## src/rtl/sfr_pkg.sv

```systemverilog
// sfr_pkg: types and constants for the stream find/replace block.
// No dependencies; imported by stream_find_replace.
package sfr_pkg;

    localparam int unsigned BYTE_W    = 8;
    localparam int unsigned WORD_W    = 64;
    localparam int unsigned LEN_W     = 4;
    localparam int unsigned CFG_ADDR_W = 3;
    localparam int unsigned REPL_MAX  = 8;

    // configuration register indexes
    localparam logic [CFG_ADDR_W-1:0] CFG_SEARCH  = 3'd0;
    localparam logic [CFG_ADDR_W-1:0] CFG_PAT_LEN = 3'd1;
    localparam logic [CFG_ADDR_W-1:0] CFG_REPL    = 3'd2;
    localparam logic [CFG_ADDR_W-1:0] CFG_REPL_LEN = 3'd3;

    typedef enum logic [1:0] {
        ST_IDLE,
        ST_CHECK,
        ST_REPL,
        ST_FLUSH
    } sfr_state_t;

    function automatic logic [BYTE_W-1:0] pick_byte(input logic [WORD_W-1:0] w,
                                                    input logic [2:0] idx);
        pick_byte = w[8*idx +: 8];
    endfunction

endpackage

```

## src/rtl/stream_find_replace.sv

```systemverilog
// stream_find_replace: streaming byte find-and-replace, top level; depends on sfr_pkg.
// Steps: IDLE takes a byte, CHECK releases mismatch bytes one by one, then decides;
// REPL sends the replacement bytes and rechecks; FLUSH sends held bytes on the end mark.
// A stalled output holds the sequencer, and s_tready stays low until it is back in IDLE,
// so a new byte is taken only once the last one is done.
// Reset: aresetn synchronous, active low; clears count, sequencer, output valid, config.
module stream_find_replace #(
    parameter int unsigned MAX_PATTERN = 8
) (
    input  logic        aclk,
    input  logic        aresetn,
    // input stream
    input  logic        s_tvalid,
    output logic        s_tready,
    input  logic [7:0]  s_tdata,    // [7:0] in_byte
    input  logic        s_tlast,    // end_of_stream
    // result stream
    output logic        m_tvalid,
    input  logic        m_tready,
    output logic [7:0]  m_tdata,    // [7:0] out_byte
    output logic        m_tuser,    // [0] out_valid
    output logic        m_tlast,    // last
    // configuration writes
    input  logic        cfg_valid,
    output logic        cfg_ready,
    input  logic [2:0]  cfg_addr,
    input  logic [63:0] cfg_data
);
    import sfr_pkg::*;

    // count holds 0..MAX_PATTERN; index into the pending line covers 0..MAX_PATTERN-1
    localparam int unsigned CW = $clog2(MAX_PATTERN + 1);
    localparam int unsigned IW = (MAX_PATTERN > 1) ? $clog2(MAX_PATTERN) : 1;
    localparam logic [LEN_W-1:0] PLEN_CAP = LEN_W'(MAX_PATTERN);
    localparam logic [LEN_W-1:0] RLEN_CAP = LEN_W'(REPL_MAX);

    // sequencer and pending line
    sfr_state_t           state_reg, state_next;
    logic [BYTE_W-1:0]    pend_reg  [MAX_PATTERN];
    logic [BYTE_W-1:0]    pend_next [MAX_PATTERN];
    logic [CW-1:0]        count_reg, count_next;
    logic                 eos_reg, eos_next;        // current item closes the stream
    logic                 emitted_reg, emitted_next; // a beat went out for this item
    logic [2:0]           ridx_reg, ridx_next;      // replacement byte index

    // configuration
    logic [WORD_W-1:0]    pat_reg, pat_next;
    logic [LEN_W-1:0]     plen_reg, plen_next;
    logic [WORD_W-1:0]    repl_reg, repl_next;
    logic [LEN_W-1:0]     rlen_reg, rlen_next;

    // output register
    logic                 m_tvalid_reg, m_tvalid_next;
    logic [BYTE_W-1:0]    m_tdata_reg, m_tdata_next;
    logic                 m_tuser_reg, m_tuser_next;
    logic                 m_tlast_reg, m_tlast_next;

    // derived
    logic [LEN_W-1:0]     plen_eff, rlen_eff, count4, cmp_len;
    logic [MAX_PATTERN-1:0] byte_ok;
    logic                 prefix_match, full_match, slot_free, cfg_wr;

    assign s_tready  = (state_reg == ST_IDLE);
    assign cfg_ready = 1'b1;
    assign cfg_wr    = cfg_valid;

    assign m_tvalid = m_tvalid_reg;
    assign m_tdata  = m_tdata_reg;
    assign m_tuser  = m_tuser_reg;
    assign m_tlast  = m_tlast_reg;

    // output slot can take a beat this cycle
    assign slot_free = !m_tvalid_reg || m_tready;

    // effective lengths: zero pattern length acts as one, both saturate
    always_comb begin
        if (plen_reg == '0) begin
            plen_eff = LEN_W'(1);
        end else if (plen_reg > PLEN_CAP) begin
            plen_eff = PLEN_CAP;
        end else begin
            plen_eff = plen_reg;
        end
        rlen_eff = (rlen_reg > RLEN_CAP) ? RLEN_CAP : rlen_reg;
    end

    assign count4  = LEN_W'(count_reg);
    assign cmp_len = (count4 < plen_eff) ? count4 : plen_eff;

    // prefix comparator: the one compare unit, reused every CHECK cycle
    always_comb begin
        for (int i = 0; i < MAX_PATTERN; i++) begin
            byte_ok[i] = (LEN_W'(i) >= cmp_len) || (pend_reg[i] == pat_reg[8*i +: 8]);
        end
    end

    assign prefix_match = &byte_ok;
    assign full_match   = prefix_match && (count4 >= plen_eff);

    always_comb begin
        state_next    = state_reg;
        pend_next     = pend_reg;
        count_next    = count_reg;
        eos_next      = eos_reg;
        emitted_next  = emitted_reg;
        ridx_next     = ridx_reg;
        pat_next      = pat_reg;
        plen_next     = plen_reg;
        repl_next     = repl_reg;
        rlen_next     = rlen_reg;
        m_tvalid_next = m_tvalid_reg && !m_tready;
        m_tdata_next  = m_tdata_reg;
        m_tuser_next  = m_tuser_reg;
        m_tlast_next  = m_tlast_reg;

        case (state_reg)
            ST_IDLE: begin
                if (s_tvalid) begin
                    pend_next[count_reg[IW-1:0]] = s_tdata;
                    count_next   = count_reg + CW'(1);
                    eos_next     = s_tlast;
                    emitted_next = 1'b0;
                    state_next   = ST_CHECK;
                end
            end
            ST_CHECK: begin
                if (count_reg == '0) begin
                    state_next = eos_reg ? ST_FLUSH : ST_IDLE;
                end else if (full_match) begin
                    if (rlen_eff == '0) begin
                        count_next = '0;        // deletion
                    end else begin
                        ridx_next  = '0;
                        state_next = ST_REPL;
                    end
                end else if (prefix_match) begin
                    // partial match: hold bytes unless the stream ends
                    state_next = eos_reg ? ST_FLUSH : ST_IDLE;
                end else if (slot_free) begin
                    // mismatch: oldest byte goes out, rest rechecked
                    m_tvalid_next = 1'b1;
                    m_tdata_next  = pend_reg[0];
                    m_tuser_next  = 1'b1;
                    m_tlast_next  = eos_reg && (count_reg == CW'(1));
                    emitted_next  = 1'b1;
                    for (int i = 0; i < MAX_PATTERN - 1; i++) begin
                        pend_next[i] = pend_reg[i+1];
                    end
                    count_next = count_reg - CW'(1);
                end
            end
            ST_REPL: begin
                if (slot_free) begin
                    m_tvalid_next = 1'b1;
                    m_tdata_next  = pick_byte(repl_reg, ridx_reg);
                    m_tuser_next  = 1'b1;
                    m_tlast_next  = eos_reg && (LEN_W'(ridx_reg) == rlen_eff - LEN_W'(1));
                    emitted_next  = 1'b1;
                    if (LEN_W'(ridx_reg) == rlen_eff - LEN_W'(1)) begin
                        count_next = '0;        // match consumed whole buffer
                        state_next = ST_CHECK;
                    end else begin
                        ridx_next = ridx_reg + 3'd1;
                    end
                end
            end
            ST_FLUSH: begin
                if (count_reg == '0) begin
                    if (emitted_reg) begin
                        state_next = ST_IDLE;
                    end else if (slot_free) begin
                        // bare end marker
                        m_tvalid_next = 1'b1;
                        m_tdata_next  = '0;
                        m_tuser_next  = 1'b0;
                        m_tlast_next  = 1'b1;
                        emitted_next  = 1'b1;
                        state_next    = ST_IDLE;
                    end
                end else if (slot_free) begin
                    m_tvalid_next = 1'b1;
                    m_tdata_next  = pend_reg[0];
                    m_tuser_next  = 1'b1;
                    m_tlast_next  = (count_reg == CW'(1));
                    emitted_next  = 1'b1;
                    for (int i = 0; i < MAX_PATTERN - 1; i++) begin
                        pend_next[i] = pend_reg[i+1];
                    end
                    count_next = count_reg - CW'(1);
                    if (count_reg == CW'(1)) begin
                        state_next = ST_IDLE;
                    end
                end
            end
            default: begin
                state_next = ST_IDLE;
            end
        endcase

        // config writes; search or pattern length changes drop pending bytes
        if (cfg_wr) begin
            case (cfg_addr)
                CFG_SEARCH: begin
                    pat_next   = cfg_data;
                    count_next = '0;
                end
                CFG_PAT_LEN: begin
                    plen_next  = cfg_data[LEN_W-1:0];
                    count_next = '0;
                end
                CFG_REPL: begin
                    repl_next = cfg_data;
                end
                CFG_REPL_LEN: begin
                    rlen_next = cfg_data[LEN_W-1:0];
                end
                default: begin
                end
            endcase
        end
    end

    always_ff @(posedge aclk) begin
        if (!aresetn) begin
            state_reg    <= ST_IDLE;
            count_reg    <= '0;
            eos_reg      <= 1'b0;
            emitted_reg  <= 1'b0;
            ridx_reg     <= '0;
            pat_reg      <= '0;
            plen_reg     <= LEN_W'(1);
            repl_reg     <= '0;
            rlen_reg     <= '0;
            m_tvalid_reg <= 1'b0;
        end else begin
            state_reg    <= state_next;
            count_reg    <= count_next;
            eos_reg      <= eos_next;
            emitted_reg  <= emitted_next;
            ridx_reg     <= ridx_next;
            pat_reg      <= pat_next;
            plen_reg     <= plen_next;
            repl_reg     <= repl_next;
            rlen_reg     <= rlen_next;
            m_tvalid_reg <= m_tvalid_next;
        end
    end

    // payload: no reset
    always_ff @(posedge aclk) begin
        pend_reg    <= pend_next;
        m_tdata_reg <= m_tdata_next;
        m_tuser_reg <= m_tuser_next;
        m_tlast_reg <= m_tlast_next;
    end

endmodule

```

## config.mk

```make
export PLATFORM = sky130hd
export DESIGN_NAME = stream_find_replace
export DESIGN_NICKNAME = d
export VERILOG_FILES = /design/src/rtl/sfr_pkg.sv /design/src/rtl/stream_find_replace.sv
export SDC_FILE = /design/constraint.sdc
export NUM_CORES = 1
export LEC_CHECK = 0
export ABC_AREA = 1
export BUFFER_PORTS_ARGS = -buffer_cell sky130_fd_sc_hd__buf_2
export CAP_MARGIN = 20
export CORE_MARGIN = 2
export CORE_UTILIZATION = 55
export CTS_BUF_LIST = sky130_fd_sc_hd__clkbuf_4
export DETAILED_ROUTE_END_ITERATION = 10
export PLACE_DENSITY = 0.74
export SYNTH_ARGS = -nofsm -noshare
export SYNTH_HDL_FRONTEND = slang
export SYNTH_SLANG_ARGS = --single-unit
```

## constraint.sdc

```tcl
create_clock -name aclk -period 3.53 [get_ports aclk]
set_clock_uncertainty 0.1 [all_clocks]
set_input_delay 0.706 -clock aclk [delete_from_list [all_inputs] [get_ports aclk]]
set_output_delay 0.706 -clock aclk [all_outputs]
set_load 0.05 [all_outputs]
```

==> results.py <==
metrics = {
    "setup_path": {
        "crit_path_max_fanout": 8,
        "endpoint_kind": "flop",
        "cp.required_ns": 3.80,
        "critPathLaunchType": "flop",
        "path_class": "reg -> reg",
        "cp.arrival_ns": 3.32,
    },
    "synthesis": {
        "ys_ff_latch": 222,
        "syn-instance-count": 1420,
        "synth_area_per_cell_um2": 7.53,
        "yosysWarnings": 0,
        "synth_nets": 1512,
        "ys_seq_area_share_pct": 48.5,
        "synth-edff-count": 74,
        "synth_ff_type": "dfxtp_1",
        "syn_area_um2": 10700,
        "yosysUniqueCellTypes": 38,
        "async_flop_share_pct": 0,
    },
    "grt": {
        "grt_start_max_net_pins": 87,
        "grt-ovfl-total": 0,
        "grtUsageTotal_pct": 31.3,
        "grt_pass1_vias": 9358,
        "antenna_found_initial": 2,
        "grt_pass1_wl_um": 49300,
    },
    "floorplanning": {
        "core_area_um2": 19300,
        "fp.dieH_um": 143,
        "rows": 51,
        "dieWidth_um": 143,
        "ios": 94,
        "design.die.area_um2": 20600,
        "start_util_pct": 55.5,
    },
    "cells_and_area": {
        "final_area_um2": 12200,
        "layout_commonest_cell": "nand2_1",
        "final_cell_mix": "nand2_1, nor2_1, o21ai_0",
        "drive_above_1_share_pct": 15.0,
        "final_nets": 1620,
        "syn_to_final_growth_pct": 13.6,
    },
    "routing": {
        "ant_nets": 0,
        "via_per_inst": 5.63,
        "first_pass_iters": 6,
        "drt_iter0_drc": 1223,
        "post_drt_wl_per_cell_um": 17.8,
        "drc": 0,
        "routed-via-count": 10300,
        "wl_um": 32600,
    },
    "sta": {
        "fin_crit_sh_pct": 86.6,
        "maxSlewViolCount": 0,
        "hold_viol_final": 0,
        "setup_viol": 0,
        "period_needed_ns": 3.06,
        "tightest_slew_ns": 1.11,
        "rsz0062_at_grt": "no",
        "fmax_ghz": 0.327,
        "finalSetupTns_ns": 0,
        "hold_slack_ns": 0.113,
        "maxSlewHeadroom_pct": 25.7,
    },
    "worst_hold_path": {
        "hold_class": "in -> reg",
    },
    "placement": {
        "io_buffers": 92,
        "place_congestion": 0.916,
        "hpwlAfterDp_um": 23300,
        "postPlaceCellArea_um2": 11500,
    },
    "power": {
        "p_leak_uw": 0.00530,
        "power.density_nw_per_um2": 771,
        "vdd_drop_max_mv": 0.388,
    },
    "clock_tree": {
        "ctsHtreeMaxLevel": 2,
        "ctsHoldBuffers": 0,
        "cts_setup_buffers": 0,
        "cts_tree": "yes",
        "clock_path_buffers": 3,
        "cts_made_buffers": 55,
        "root_buffer": "clkbuf_4",
        "ctsResizeCount": 0,
        "cts_sinks": 222,
        "clk_latency_ns": 0.70,
        "clk_pin_slew_ns": 0.07,
    },
    "job": {
        "drv_cap": 0,
    },
    "run_status": {
        "outcome": "completed",
    },
}
==> critical path: stages (launching register included) <==
cell and delay (ns):
dfxtp_1 0.33, inv_1 0.14, nand2_1 0.09, ha_1 0.30
nand2_1 0.06, nand2_1 0.10, nand2_4 0.08, nand2_4 0.10
nor2_1 0.05, a21oi_1 0.16, nor2_1 0.06, nor2_1 0.19
nor2_4 0.08, nand2_4 0.11, inv_2 0.06, nand2_1 0.12
nand3_2 0.22, a21oi_1 0.19, buf_4 0.19
==> kinds of logic (layout without fill, tap and decap cells) <==
kind of cell | count (synthesis) | in the layout | synth area share (%)
simple gates | 568 | 568 | 21.6
compound gates | 373 | 373 | 18.7
flops | 222 | 222 | 48.5
buf+inv | 219 | 363 | 7.77
xor+xnor | 26 | 26 | 2.13
fa+ha+maj | 11 | 11 | 1.29
other cells | 1 | 2 | 0.0351
==> metal layers <==
metal	wire length (um)	vias up	part of all wire [%]	global-route usage, %
li1	-	4958	-	-
met4	850	2	2.6	9.75
met3	3020	79	9.3	6.53
met2	15400	538	47	52.0
met5	8	-	0.025	0
met1	13300	4734	41	41.1
==> per-stage QoR <==
stage	total power (uW)	util [%]	std cells	setup slack, ns
after floorplan	6100	-	1420	0.630
after global placement	7100	59.4	1735	0.630
after detailed placement	7150	59.4	1735	0.541
after CTS	9340	63.0	1828	0.493
after global routing	9940	63.1	1830	0.126
final	9370	63.1	1830	0.474
==> path summary, 6_finish.rpt <==
check,from,to,slack (ns),cells past startpoint
worst max register to register,plen_reg[3],pend_reg[48],0.47,18
worst min register to register,plen_reg[0],plen_reg[0],0.35,2
worst max-delay path,plen_reg[3],pend_reg[48],0.47,18
worst min-delay path,s_tdata[4],pend_reg[4],0.11,1
==> synthesized netlist by cell type, types with 2 or more instances <==
| master | number | share of area (%) |
|---|---|---|
| nand2_1 | 254 | 8.9 |
| nor2_1 | 231 | 8.1 |
| o21ai_0 | 203 | 9.5 |
| dfxtp_1 | 148 | 28 |
| inv_1 | 137 | 4.8 |
| a21oi_1 | 98 | 4.6 |
| edfxtp_1 | 74 | 21 |
| clkbuf_1 | 62 | 2.2 |
| o22ai_1 | 48 | 2.8 |
| nand3_1 | 45 | 2.1 |
| xor2_1 | 20 | 1.6 |
| ha_1 | 11 | 1.3 |
| nand4_1 | 10 | 0.58 |
| inv_2 | 9 | 0.32 |
| nor3_1 | 8 | 0.37 |
| o211ai_1 | 8 | 0.56 |
| o221ai_1 | 8 | 0.66 |
| xnor2_1 | 6 | 0.49 |
| buf_2 | 4 | 0.19 |
| nand2_2 | 4 | 0.23 |
| buf_1 | 3 | 0.11 |
| clkinv_1 | 3 | 0.11 |
| nand2_4 | 3 | 0.32 |
| nand3_2 | 3 | 0.28 |
| a31oi_1 | 2 | 0.12 |
| nand3b_1 | 2 | 0.14 |
| nor2_2 | 2 | 0.12 |
| nor4_1 | 2 | 0.12 |
| o21bai_1 | 2 | 0.14 |
| or2_2 | 2 | 0.12 |
==> cell type report <==
type / instances / area, um^2
antenna: 1 / 2.50
clock buffer: 84 / 631
clock inverter: 9 / 65.1
fill: 1781 / 7120
inverter: 149 / 559
multi-input combinational: 979 / 4690
sequential: 222 / 5180
tap: 265 / 332
timing repair buffer: 121 / 688
==> power by group <==
group / total, uW / internal, uW / switching [uW]
logic: 3430 / 1060 / 2370
registers: 3750 / 3360 / 386
clock network: 2190 / 1150 / 1040
total: 9370 / 5570 / 3800
(Power assumes the default switching activity.)
